==> config.mk <==
export PLATFORM = sky130hd
export DESIGN_NAME = positional_list_store_unit_flat
export DESIGN_NICKNAME = d
export VERILOG_FILES = /design/src/hdl/plsu_pkg.sv /design/src/hdl/plsu_if.sv /design/src/hdl/positional_list_store_unit.sv /design/src/hdl/plsu_ram.sv /design/src/hdl/plsu_ctrl.sv /design/src/hdl/plsu_dp.sv /design/src/flat_wrapper.sv
export SDC_FILE = /design/constraint.sdc
export NUM_CORES = 2
export LEC_CHECK = 0
export ABC_CLOCK_PERIOD_IN_PS = 5600
export BUFFER_PORTS_ARGS = -buffer_cell sky130_fd_sc_hd__buf_2
export CAP_MARGIN = 20
export CORE_MARGIN = 4
export CORE_UTILIZATION = 63
export CTS_CLUSTER_DIAMETER = 30
export DETAILED_ROUTE_END_ITERATION = 8
export MAX_ROUTING_LAYER = met4
export PLACE_DENSITY = 0.79
export SLEW_MARGIN = 20
export SYNTH_ARGS = -nofsm -noshare
export SYNTH_HDL_FRONTEND = slang
export SYNTH_SLANG_ARGS = --single-unit
==> constraint.sdc <==
create_clock -name clk_i -period 5.6 [get_ports clk_i]
set_clock_uncertainty 0.1 [all_clocks]
set_input_delay 0.28 -clock clk_i [delete_from_list [all_inputs] [get_ports clk_i]]
set_output_delay 0.28 -clock clk_i [all_outputs]
set_load 0.005 [all_outputs]
==> src/hdl/plsu_pkg.sv <==
// ----------------------------------------------------------------------------
// Positional list store package
// Shared constants, codes and control types of the positional list store.
// ----------------------------------------------------------------------------
package plsu_pkg;

  localparam int unsigned DEPTH      = 64;
  localparam int unsigned ELEM_WIDTH = 32;

  localparam int unsigned MODE_W  = 2;
  localparam int unsigned POS_W   = 7;
  localparam int unsigned VAL_W   = 32;
  localparam int unsigned CNTO_W  = 7;
  localparam int unsigned IDX_W   = (DEPTH > 1) ? $clog2(DEPTH) : 1;
  localparam int unsigned CNT_W   = $clog2(DEPTH + 1);
  localparam int unsigned CMP_W   = ((CNT_W > POS_W) ? CNT_W : POS_W) + 1;

  typedef enum logic [MODE_W-1:0] {
    MODE_INSERT = 2'd0,
    MODE_DELETE = 2'd1,
    MODE_READ   = 2'd2
  } mode_e;

  typedef enum logic [2:0] {
    ST_IDLE,
    ST_EXEC,
    ST_SHIFT_RD,
    ST_SHIFT_WR,
    ST_FINISH
  } state_e;

  typedef struct packed {
    logic capture;
    logic rd_shift;
    logic wr_shift;
    logic wr_val;
    logic rd_pos;
    logic finish;
  } plsu_cmd_t;

  typedef struct packed {
    logic              ok;
    logic [MODE_W-1:0] mode;
    logic              shift_done;
    logic              out_busy;
  } plsu_status_t;

endpackage

==> src/hdl/plsu_if.sv <==
// ----------------------------------------------------------------------------
// Positional list store channels
// Request and response channels with valid/ready handshake.
// ----------------------------------------------------------------------------
interface plsu_in_if;
  import plsu_pkg::*;

  logic              valid;
  logic              ready;
  logic [MODE_W-1:0] mode;
  logic [POS_W-1:0]  position;
  logic [VAL_W-1:0]  element_value;

  modport source (output valid, mode, position, element_value, input ready);
  modport sink   (input valid, mode, position, element_value, output ready);
endinterface

interface plsu_out_if;
  import plsu_pkg::*;

  logic              valid;
  logic              ready;
  logic              ok;
  logic [VAL_W-1:0]  read_value;
  logic [CNTO_W-1:0] item_count;

  modport source (output valid, ok, read_value, item_count, input ready);
  modport sink   (input valid, ok, read_value, item_count, output ready);
endinterface

==> src/hdl/positional_list_store_unit.sv <==
// ----------------------------------------------------------------------------
// Positional list store unit
// Ordered list with insert, delete and read at a one-based position.
// ----------------------------------------------------------------------------
// Requests enter on in_i (mode, position, element_value) and each one gives
// exactly one transaction on out_o (ok, read_value, item_count), in order.
// One request is worked on at a time; in_i.ready is high only while the
// block waits for a new request.
// The elements sit in a single-port-per-direction RAM, so an insert or a
// delete moves one element at a time in three steps (read, write, check).
// With n elements moved (insert: count-position+1, delete: count-position,
// read or rejected request: none) the result is registered once the n
// moves are done, and only then is the next request taken.
// The result waits in an output register; a new request may be taken while
// it waits, but its own result is held back until the previous transaction
// on out_o has completed.
// Reset empties the list at once; the RAM contents are not cleared because
// cells above the count are never read.
// ----------------------------------------------------------------------------
module positional_list_store_unit import plsu_pkg::*; (
  input  logic clk_i,
  input  logic rst_ni,
  plsu_in_if.sink    in_i,
  plsu_out_if.source out_o
);

  plsu_cmd_t    cmd;
  plsu_status_t status;

  plsu_ctrl u_ctrl (
    .clk_i      (clk_i),
    .rst_ni     (rst_ni),
    .in_valid_i (in_i.valid),
    .in_ready_o (in_i.ready),
    .status_i   (status),
    .cmd_o      (cmd)
  );

  plsu_dp u_dp (
    .clk_i           (clk_i),
    .rst_ni          (rst_ni),
    .cmd_i           (cmd),
    .status_o        (status),
    .mode_i          (in_i.mode),
    .position_i      (in_i.position),
    .element_value_i (in_i.element_value),
    .out_valid_o     (out_o.valid),
    .out_ready_i     (out_o.ready),
    .ok_o            (out_o.ok),
    .read_value_o    (out_o.read_value),
    .item_count_o    (out_o.item_count)
  );

endmodule

==> src/hdl/plsu_ram.sv <==
// ----------------------------------------------------------------------------
// Generic RAM
// One write port and one read port, registered read data.
// ----------------------------------------------------------------------------
module plsu_ram #(
  parameter int unsigned WIDTH = 32,
  parameter int unsigned DEPTH = 64,
  localparam int unsigned AW   = (DEPTH > 1) ? $clog2(DEPTH) : 1
) (
  input  logic             clk_i,
  input  logic             we_i,
  input  logic [AW-1:0]    waddr_i,
  input  logic [WIDTH-1:0] wdata_i,
  input  logic             re_i,
  input  logic [AW-1:0]    raddr_i,
  output logic [WIDTH-1:0] rdata_o
);

  logic [WIDTH-1:0] mem [DEPTH];
  logic [WIDTH-1:0] rdata_q;

  always_ff @(posedge clk_i) begin
    if (we_i) begin
      mem[waddr_i] <= wdata_i;
    end
    if (re_i) begin
      rdata_q <= mem[raddr_i];
    end
  end

  assign rdata_o = rdata_q;

endmodule

==> src/hdl/plsu_ctrl.sv <==
// ----------------------------------------------------------------------------
// Positional list store controller
// Sequences capture, element shifting, access and result delivery.
// ----------------------------------------------------------------------------
module plsu_ctrl import plsu_pkg::*; (
  input  logic         clk_i,
  input  logic         rst_ni,
  input  logic         in_valid_i,
  output logic         in_ready_o,
  input  plsu_status_t status_i,
  output plsu_cmd_t    cmd_o
);

  state_e state_q, state_d;

  always_ff @(posedge clk_i or negedge rst_ni) begin
    if (!rst_ni) begin
      state_q <= ST_IDLE;
    end else begin
      state_q <= state_d;
    end
  end

  always_comb begin
    state_d = state_q;
    case (state_q)
      ST_IDLE: begin
        if (in_valid_i) state_d = ST_EXEC;
      end
      ST_EXEC: begin
        if (!status_i.ok) begin
          state_d = ST_FINISH;
        end else if (status_i.mode == MODE_READ) begin
          state_d = ST_FINISH;
        end else if (status_i.shift_done) begin
          state_d = ST_FINISH;
        end else begin
          state_d = ST_SHIFT_RD;
        end
      end
      ST_SHIFT_RD: state_d = ST_SHIFT_WR;
      ST_SHIFT_WR: state_d = ST_EXEC;
      ST_FINISH: begin
        if (!status_i.out_busy) state_d = ST_IDLE;
      end
      default: state_d = ST_IDLE;
    endcase
  end

  always_comb begin
    cmd_o      = '0;
    in_ready_o = 1'b0;
    case (state_q)
      ST_IDLE: begin
        in_ready_o    = 1'b1;
        cmd_o.capture = in_valid_i;
      end
      ST_EXEC: begin
        if (status_i.ok) begin
          if (status_i.mode == MODE_READ) begin
            cmd_o.rd_pos = 1'b1;
          end else if (status_i.shift_done && status_i.mode == MODE_INSERT) begin
            cmd_o.wr_val = 1'b1;
          end
        end
      end
      ST_SHIFT_RD: cmd_o.rd_shift = 1'b1;
      ST_SHIFT_WR: cmd_o.wr_shift = 1'b1;
      ST_FINISH:   cmd_o.finish   = !status_i.out_busy;
      default: begin
        cmd_o      = '0;
        in_ready_o = 1'b0;
      end
    endcase
  end

endmodule

==> src/hdl/plsu_dp.sv <==
// ----------------------------------------------------------------------------
// Positional list store datapath
// Element memory, fill count, shift cursor and the result register.
// ----------------------------------------------------------------------------
module plsu_dp import plsu_pkg::*; (
  input  logic              clk_i,
  input  logic              rst_ni,
  input  plsu_cmd_t         cmd_i,
  output plsu_status_t      status_o,
  input  logic [MODE_W-1:0] mode_i,
  input  logic [POS_W-1:0]  position_i,
  input  logic [VAL_W-1:0]  element_value_i,
  output logic              out_valid_o,
  input  logic              out_ready_i,
  output logic              ok_o,
  output logic [VAL_W-1:0]  read_value_o,
  output logic [CNTO_W-1:0] item_count_o
);

  logic [MODE_W-1:0]     mode_q;
  logic [POS_W-1:0]      pos_q;
  logic [ELEM_WIDTH-1:0] val_q;
  logic                  ok_q, ok_d;
  logic [CNT_W-1:0]      cur_q, cur_d;
  logic [CNT_W-1:0]      count_q, count_d;
  logic                  out_valid_q;
  logic                  out_ok_q;
  logic [VAL_W-1:0]      out_read_q;
  logic [CNTO_W-1:0]     out_count_q;

  logic [CMP_W-1:0]      in_pos_c, in_cnt_c, pos_c, cur_c, cnt_c;
  logic                  shift_done;
  logic                  we, re;
  logic [IDX_W-1:0]      waddr, raddr;
  logic [ELEM_WIDTH-1:0] wdata, rdata;
  logic [IDX_W-1:0]      pos_idx;

  assign in_pos_c = CMP_W'(position_i);
  assign in_cnt_c = CMP_W'(count_q);
  assign pos_c    = CMP_W'(pos_q);
  assign cur_c    = CMP_W'(cur_q);
  assign cnt_c    = CMP_W'(count_q);
  assign pos_idx  = IDX_W'(pos_q - POS_W'(1));

  always_comb begin
    ok_d  = 1'b0;
    cur_d = count_q;
    case (mode_i)
      MODE_INSERT: begin
        ok_d  = (position_i != '0) && (in_cnt_c < CMP_W'(DEPTH)) &&
                (in_pos_c <= in_cnt_c + CMP_W'(1));
        cur_d = count_q;
      end
      MODE_DELETE, MODE_READ: begin
        ok_d  = (position_i != '0) && (in_pos_c <= in_cnt_c);
        cur_d = CNT_W'(position_i);
      end
      default: ok_d = 1'b0;
    endcase
  end

  assign shift_done = (mode_q == MODE_INSERT) ? (cur_c + CMP_W'(1) == pos_c)
                                              : (cur_c >= cnt_c);

  always_comb begin
    we    = 1'b0;
    re    = 1'b0;
    waddr = pos_idx;
    raddr = pos_idx;
    wdata = val_q;
    if (cmd_i.rd_shift) begin
      re    = 1'b1;
      raddr = (mode_q == MODE_INSERT) ? IDX_W'(cur_q - CNT_W'(1)) : IDX_W'(cur_q);
    end else if (cmd_i.rd_pos) begin
      re = 1'b1;
    end
    if (cmd_i.wr_shift) begin
      we    = 1'b1;
      wdata = rdata;
      waddr = (mode_q == MODE_INSERT) ? IDX_W'(cur_q) : IDX_W'(cur_q - CNT_W'(1));
    end else if (cmd_i.wr_val) begin
      we = 1'b1;
    end
  end

  plsu_ram #(
    .WIDTH (ELEM_WIDTH),
    .DEPTH (DEPTH)
  ) u_ram (
    .clk_i   (clk_i),
    .we_i    (we),
    .waddr_i (waddr),
    .wdata_i (wdata),
    .re_i    (re),
    .raddr_i (raddr),
    .rdata_o (rdata)
  );

  always_ff @(posedge clk_i) begin
    if (cmd_i.capture) begin
      mode_q <= mode_i;
      pos_q  <= position_i;
      val_q  <= ELEM_WIDTH'(element_value_i);
      ok_q   <= ok_d;
      cur_q  <= cur_d;
    end else if (cmd_i.wr_shift) begin
      cur_q <= (mode_q == MODE_INSERT) ? cur_q - CNT_W'(1) : cur_q + CNT_W'(1);
    end
  end

  always_comb begin
    count_d = count_q;
    if (ok_q && mode_q == MODE_INSERT) begin
      count_d = count_q + CNT_W'(1);
    end else if (ok_q && mode_q == MODE_DELETE) begin
      count_d = count_q - CNT_W'(1);
    end
  end

  always_ff @(posedge clk_i or negedge rst_ni) begin
    if (!rst_ni) begin
      count_q     <= '0;
      out_valid_q <= 1'b0;
    end else begin
      if (cmd_i.finish) begin
        count_q     <= count_d;
        out_valid_q <= 1'b1;
      end else if (out_ready_i) begin
        out_valid_q <= 1'b0;
      end
    end
  end

  always_ff @(posedge clk_i) begin
    if (cmd_i.finish) begin
      out_ok_q    <= ok_q;
      out_read_q  <= (ok_q && mode_q == MODE_READ) ? VAL_W'(rdata) : '0;
      out_count_q <= CNTO_W'(count_d);
    end
  end

  assign status_o.ok         = ok_q;
  assign status_o.mode       = mode_q;
  assign status_o.shift_done = shift_done;
  assign status_o.out_busy   = out_valid_q && !out_ready_i;

  assign out_valid_o  = out_valid_q;
  assign ok_o         = out_ok_q;
  assign read_value_o = out_read_q;
  assign item_count_o = out_count_q;

endmodule

==> src/flat_wrapper.sv <==
// flat-port wrapper written by rule: the top's interface ports become plain ports
module positional_list_store_unit_flat import plsu_pkg::*;
  (clk_i, rst_ni, in_i_valid, in_i_mode, in_i_position, in_i_element_value, in_i_ready, out_o_valid, out_o_ok, out_o_read_value, out_o_item_count, out_o_ready);
  plsu_in_if in_i_i ();
  plsu_out_if out_o_i ();
  input  logic clk_i;
  input  logic rst_ni;
  input wire logic [$bits(in_i_i.valid)-1:0] in_i_valid;
  input wire logic [$bits(in_i_i.mode)-1:0] in_i_mode;
  input wire logic [$bits(in_i_i.position)-1:0] in_i_position;
  input wire logic [$bits(in_i_i.element_value)-1:0] in_i_element_value;
  output wire logic [$bits(in_i_i.ready)-1:0] in_i_ready;
  output wire logic [$bits(out_o_i.valid)-1:0] out_o_valid;
  output wire logic [$bits(out_o_i.ok)-1:0] out_o_ok;
  output wire logic [$bits(out_o_i.read_value)-1:0] out_o_read_value;
  output wire logic [$bits(out_o_i.item_count)-1:0] out_o_item_count;
  input wire logic [$bits(out_o_i.ready)-1:0] out_o_ready;
  assign in_i_i.valid = in_i_valid;
  assign in_i_i.mode = in_i_mode;
  assign in_i_i.position = in_i_position;
  assign in_i_i.element_value = in_i_element_value;
  assign in_i_ready = in_i_i.ready;
  assign out_o_valid = out_o_i.valid;
  assign out_o_ok = out_o_i.ok;
  assign out_o_read_value = out_o_i.read_value;
  assign out_o_item_count = out_o_i.item_count;
  assign out_o_i.ready = out_o_ready;
  positional_list_store_unit u_core (.clk_i(clk_i), .rst_ni(rst_ni), .in_i(in_i_i), .out_o(out_o_i));
endmodule
# Yosys cells after proc, flatten, opt, wreduce, memory -nomap -nowiden
# Memory sizes are Yosys's and may differ from the RTL's. A register that Yosys moved wholly into a read port is not among the register bits.
# Index checks and enable logic that the tools add are counted.
# totals
regBits	100
latch_bits	0
ram_bits	2048
rom_bits	0
input_bits	45
output_inout_bits	42
wordCells	89
n_memories	1
# classes
addsub	7
mul	0
div	0
magnitude_cmp	4
eq_ne	11
shifts	0
n_mux	37
bitwise_logic	0
reduce_logical	18
# mem_list
name	words	word_bits	rd	rd_ports_with_merged_regs	write_ports	line	rtl
u_core.u_dp.u_ram.mem	64	32	1	1	1	plsu_ram.sv:19	logic [WIDTH-1:0] mem [DEPTH];
# ops
operator	n
two-way mux 7 bit	6
two-way mux 32 bit	1
two-way mux 6 bit	4
two-way mux 1 bit	17
adder 7 x 1 -> 8 bit (second input constant)	2
two-way mux 3 bit	5
one-hot mux 3 bit (5 select lines)	1
adder 7 x 1 -> 7 bit (second input constant)	2
subtractor 7 x 1 -> 7 bit (second input constant)	2
equality test 8 x 7 -> 1 bit	1
<= comparator 7 x 8 -> 1 bit	1
logical AND 1 bit	8
>= comparator 7 bit	1
<= comparator 7 bit	1
less-than comparator 7 bit (second input constant)	1
nonzero test 7 bit	1
equality test 3 x 2 -> 1 bit (second input constant)	2
subtractor 6 x 1 -> 6 bit (second input constant)	1
equality test 2 x 1 -> 1 bit (second input constant)	2
equality test 2 bit (second input constant)	2
zero test 2 bit	2
two-way mux 2 bit	2
inequality test 2 bit (second input constant)	2
nonzero test 2 bit	2
other kinds (7)	8

# Longest topological paths before layout
# logic_depth
word_depth	12
mapped_depth	16
ltp_nobuf	12

# Cells and area by module
# Synthesis repeated with hierarchy kept, for this count alone.
# unflattened
cells_unflattened	3779
hier_area_um2	84370.9
# by_module_without_submodules
module	n_inst	cells_per_inst	area_each_um2	seq_area_each_um2
plsu_ram	1	3324	78835.6	62459.9
plsu_dp	1	430	5282.6	2872.8
plsu_ctrl	1	25	252.7	75.1

# Least setup slack after synthesis
# Ideal clock, no wire load.
# synth_path
kind	register to register
start	register u_core.u_dp.mode_q[1]
end	memory u_core.u_dp.u_ram.mem[15][0], enable pin
setup_ns	0.421
t_arrival_ns	3.521
required_time_ns	5.079
slack_ns	1.558
path_stages_with_launch	12
n_path_buf	2
synth_period_minus_slack_ns	4.042
cell_sequence	edfxtp_1 or2_1 buf_4 inv_2 clkbuf_1 nand3_1 nor3_1 nand4_1 nor4_1 o2bb2ai_1 nand2_1 nor2_1
# synth_between
elab_chain_cells	11
elab_cells_between_ends	14
classes_between	eq/ne: 1; mux: 11; reduce/logical: 2
# synth_rtl
element	line	rtl
from (decl)	plsu_dp.sv:20	logic [MODE_W-1:0] mode_q;
from (signal assigned)	plsu_dp.sv:101	mode_q <= mode_i;
zero test 2 bit	plsu_ctrl.sv:62, plsu_dp.sv:62, plsu_dp.sv:80	
two-way mux 1 bit	plsu_dp.sv:62	assign shift_done = (mode_q == MODE_INSERT) ? (cur_c + CMP_W'(1) == pos_c)
logical AND 1 bit	plsu_ctrl.sv:62	end else if (status_i.shift_done && status_i.mode == MODE_INSERT) begin
two-way mux 1 bit	plsu_ctrl.sv:62	
two-way mux 1 bit	plsu_ctrl.sv:60	if (status_i.mode == MODE_READ) begin
two-way mux 2 bit	plsu_ctrl.sv:59	if (status_i.ok) begin
two-way mux 2 bit	plsu_ctrl.sv:53	case (state_q)
two-way mux 1 bit	plsu_dp.sv:81	end else if (cmd_i.wr_val) begin
two-way mux 1 bit	plsu_dp.sv:77	if (cmd_i.wr_shift) begin
two-way mux 1 bit	plsu_ram.sv:23	if (we_i) begin
two-way mux 1 bit (not written as such)	plsu_ram.sv:24	mem[waddr_i] <= wdata_i;
to (decl)	plsu_ram.sv:19	
# Several ways; a longest one is shown, not always the timed one.

# Final worst setup path
# layout_path
start	register u_core.u_dp.cur_q[0]
end	register u_core.u_dp.u_ram.rdata_q[3] (netlist: u_core.u_dp.u_ram.rdata_o[3]), read port of u_core.u_dp.u_ram.mem, data pin
# layout_between
elab_chain_cells	3
# layout_rtl
element	line	rtl
from (decl)	plsu_dp.sv:24	logic [CNT_W-1:0] cur_q, cur_d;
from (signal assigned)	plsu_dp.sv:105	cur_q <= cur_d;
from (signal assigned)	plsu_dp.sv:107	cur_q <= (mode_q == MODE_INSERT) ? cur_q - CNT_W'(1) : cur_q + CNT_W'(1);
subtractor 7 x 1 -> 7 bit	n/a	
two-way mux 6 bit (*)	plsu_dp.sv:73	raddr = (mode_q == MODE_INSERT) ? IDX_W'(cur_q - CNT_W'(1)) : IDX_W'(cur_q);
two-way mux 6 bit (*)	plsu_dp.sv:71	if (cmd_i.rd_shift) begin
to (decl)	plsu_ram.sv:20	logic [WIDTH-1:0] rdata_q;
# Mark *: on every way between the ends. The rest lies on a longest branch, timed or not.
# A chain may end at the register's enable or synchronous reset.

==> results.txt <==
----------------------------------------------------
[Status]
  Result of the run ... finished with violations
  Failing checks ... setup timing

[Worst setup path]
  Worst endpoint data arrival time ... 6360 ps
  Number of cells on the worst reg-to-reg path ... 11
  Worst Setup Start Kind ... register
  CP Max Fanout ... 16
  Highest-delay cell along the critical path ... nor4_1
  Critical path class ... reg -> reg
  Slowest Stage Delay on Critical Path ... 1020 ps
  Nature of the critical path endpoint ... register
  Cell-by-cell trace of the critical path ... inv_1, ha_1, nor3b_1, xor2_1, o21a_1, nor2_1, nand2_2, buf_4, o22ai_1, nor4_1, and3_1
  Logic depth of the worst setup path including buffers ... 11
  Reg-to-reg setup timing slack ... -50 ps
  Critical path buffers and inverters ... 2
  Cell type group with the largest total delay on the critical path ... simple AND/OR/NAND/NOR gates
  Required @ worst endpoint ... 6310 ps

[Global routing]
  Combined global-route utilization of all metal layers ... 0.410
  Remaining global-route overflow ... 0
  Via count of the first global-routing pass ... 51600
  Number of antenna violations at the first check in global routing ... 20
  Global-route wire length before repair ... 389 mm
  Pin count of the biggest net entering global routing ... 81

[Timing]
  Clock period minus worst slack ... 5650 ps
  Number of max-slew violations in the final report ... 0
  Max Clk Rate ... 0.177 GHz
  Crit share post-route ... 1.01
  Setup repair after global routing missed its margin ... false
  Setup WS post-layout ... -50.4 ps
  Final number of hold-violating endpoints ... 0
  Remaining max-slew budget at the tightest pin ... 0.191
  Slew of the pin with the lowest slew margin ... 1210 ps
  Total setup violations reported at the end of the flow ... 2

[Route]
  Average routed wire per standard cell ... 41.4 um
  Routed via count divided by cell count ... 7.61
  DRT Wirelength ... 277 mm
  DRC marker count from the first detailed-route iteration ... 10800
  Pre-Repair DR Iteration Count ... 6
  Vias after detailed routing ... 50900
  DRC violation count after routing ... 0
  Post-detailed-route count of antenna-violating nets ... 0

[Floorplanning]
  Initial cell density of the core ... 0.638
  I/O pin cnt ... 87
  Area of the die ... 140000 um^2
  DIE HEIGHT ... 374 um
  Horizontal die dimension ... 374 um
  Standard cell core area ... 132000 um^2
  Placement Rows ... 133

[Clock network]
  Clock transition at path regs ... 60 ps
  Clock tree from TritonCTS ... yes
  Post-CTS setup repair buffer count ... 0
  Clock H-tree levels ... 5
  CTS root buffer ... clkbuf_16
  Clock tree buffer depth ... 4
  Clock latency of the later-clocked register in the worst-skew pair ... 960 ps
  CTS Buf Count ... 375
  Clock Sink Count ... 2180

[Finish]
  Fill cell instance count of the final layout ... 5755
  Commonest cells after routing, fill and taps aside ... 2169 x edfxtp_1, 482 x mux4_2, 380 x clkbuf_16
  Number of nets in the finished design ... 4702
  Sequential cell area in the final layout ... 65400 um^2
  Ratio of cells with drive above 1 in the final layout ... 0.325
  Multi-input gate area ... 18600 um^2
  Total non-filler cell area in the finished layout ... 103000 um^2
  Layout Area Growth over Synthesis ... 21.9%
  Final standard cell count with taps included and fillers excluded ... 6694
  Commonest non-fill, non-tap cell in the layout ... edfxtp_1

[Placement]
  Final RePlAce weighted congestion ... 0.949
  Final HPWL DP ... 129 mm
  Count of buffers inserted at the top-level ports ... 86
  Post-placement setup slack ... 328 ps
  Placed Instances ... 5924
  Placed standard-cell area ... 88900 um^2

[Synth]
  Count of different cell masters after synthesis ... 67
  Avg Synthesized Cell Area ... 20.7 um^2
  Cell type contributing the most total cell area after synthesis ... edfxtp_1
  Async S/R FF share, synth ... 0.00505
  Post-synth design cell area ... 84300 um^2
  Flip-flop and latch count after synthesis ... 2180
  Most common flop cell mapped by yosys ... edfxtp_1
  Post-synthesis net count ... 4144
  Sequential area share after synthesis ... 0.776
  Top-area cell type share of the netlist area ... 0.773
  Cells taking the most area after synthesis ... edfxtp_1 77%, mux4_2 13%, nor3_1 1.5%, o22ai_1 0.90%, nand2_1 0.89%
  Post-synth EDFFs ... 2169
  Syn Inst Count ... 4068
  Yosys Warn Count ... 0

[Pwr]
  Reported leakage power ... 33.4 nW
  Worst-case vdd ir drop ... 0.408 mV
  PD cells ... 549 nW/um^2

[Flow run]
  Max capacitance violation total ... 0

[Min path]
  Cell count of the worst hold path ... 2
  Hold Crit Class ... in -> reg

----------------------------------------------------
## power breakdown
group,switching [mW],internal (mW),total (mW)
clock network,8.47,15.3,23.8
logic,8.28,4.41,12.7
registers,0.392,19.6,20.0
total,17.1,39.3,56.5
## stage by stage
step | power (mW) | utilization | hold slack, ps | TNS (ps)
after floorplan | 27.1 | - | -116 | 0
after global placement | 31.3 | 0.672 | 97.1 | -87.9
after detailed placement | 31.6 | 0.673 | 103 | 0
after CTS | 55.6 | 0.776 | 5.01 | 0
after global routing | 57.5 | 0.778 | 42.7 | 0
final | 56.5 | 0.778 | 52.1 | -82.4
## synthesized netlist by cell type, drive strengths merged, types with 4 or more instances
cell / number
a211o: 4
a211oi: 6
a21o: 5
a21oi: 26
a31oi: 4
a32o: 6
and2: 36
and3: 36
buf: 165
clkbuf: 64
dfrtp: 11
edfxtp: 2169
ha: 31
inv: 17
mux2: 11
mux2i: 35
mux4: 482
nand2: 204
nand2b: 9
nand3: 35
nand4: 6
nor2: 108
nor2b: 9
nor3: 245
nor3b: 5
nor4: 95
o21a: 9
o21ai: 38
o221ai: 4
o22ai: 121
or3: 6
xnor2: 23
xor2: 12
## layer usage
layer,routed length [um],share of wire,GRT usage
met2,127000,0.46,0.597
met5,0,0,-
met1,82900,0.30,0.493
met4,23600,0.085,0.266
met3,43100,0.16,0.141
## registers in the layout, summed over array words and instances (netlist names)
register                   flops
u_core.u_ctrl.state_q          3
u_core.u_dp.count_q            7
u_core.u_dp.cur_q              7
u_core.u_dp.item_count_o       7
u_core.u_dp.mode_q             2
u_core.u_dp.ok_o               1
u_core.u_dp.ok_q               1
u_core.u_dp.out_valid_o        1
u_core.u_dp.pos_q              7
u_core.u_dp.read_value_o      32
u_core.u_dp.u_ram.mem       2048
u_core.u_dp.u_ram.rdata_o     32
u_core.u_dp.val_q             32
## cells by family after synthesis
family,Yosys count,synth area share
AND/OR/NAND/NOR,806,0.0471
multiplexers,528,0.134
adder cells (fa/ha/maj),31,0.00460
AO/OA/AOI/OAI,239,0.0182
XOR/XNOR,37,0.00417
buffers and inverters,247,0.0158
flip-flops,2180,0.776
## worst paths after layout
check                                  startpoint                           end
max reg2reg                  u_core.u_dp.cur_q[0]  u_core.u_dp.u_ram.rdata_o[3]
max in group asynchronous                  rst_ni      u_core.u_ctrl.state_q[0]
max                          u_core.u_dp.cur_q[0]  u_core.u_dp.u_ram.rdata_o[3]
min reg2reg                u_core.u_dp.count_q[3]        u_core.u_dp.count_q[3]
min                                  in_i_mode[1]         u_core.u_dp.mode_q[1]
min in group asynchronous                  rst_ni        u_core.u_dp.count_q[3]
## timing repair
| action | in CTS | in global routing |
|---|---|---|
| gates resized for setup | 0 | 2 |
| endpoints found under the setup margin | 0 | 2 |
| hold endpoints to repair | 63 | 0 |
| hold buffers | 77 | 0 |
## area by class of cell
cell class	count	area share
sequential	2180	0.636
clock buffer	415	0.0938
multi-input combinational	1641	0.181
antenna	20	0.000487
tap	1755	0.0214
clock inverter	255	0.0315
timing repair buffer	410	0.0350
inverter	18	0.000657
No activity file was read; power rests on OpenSTA's default activity.
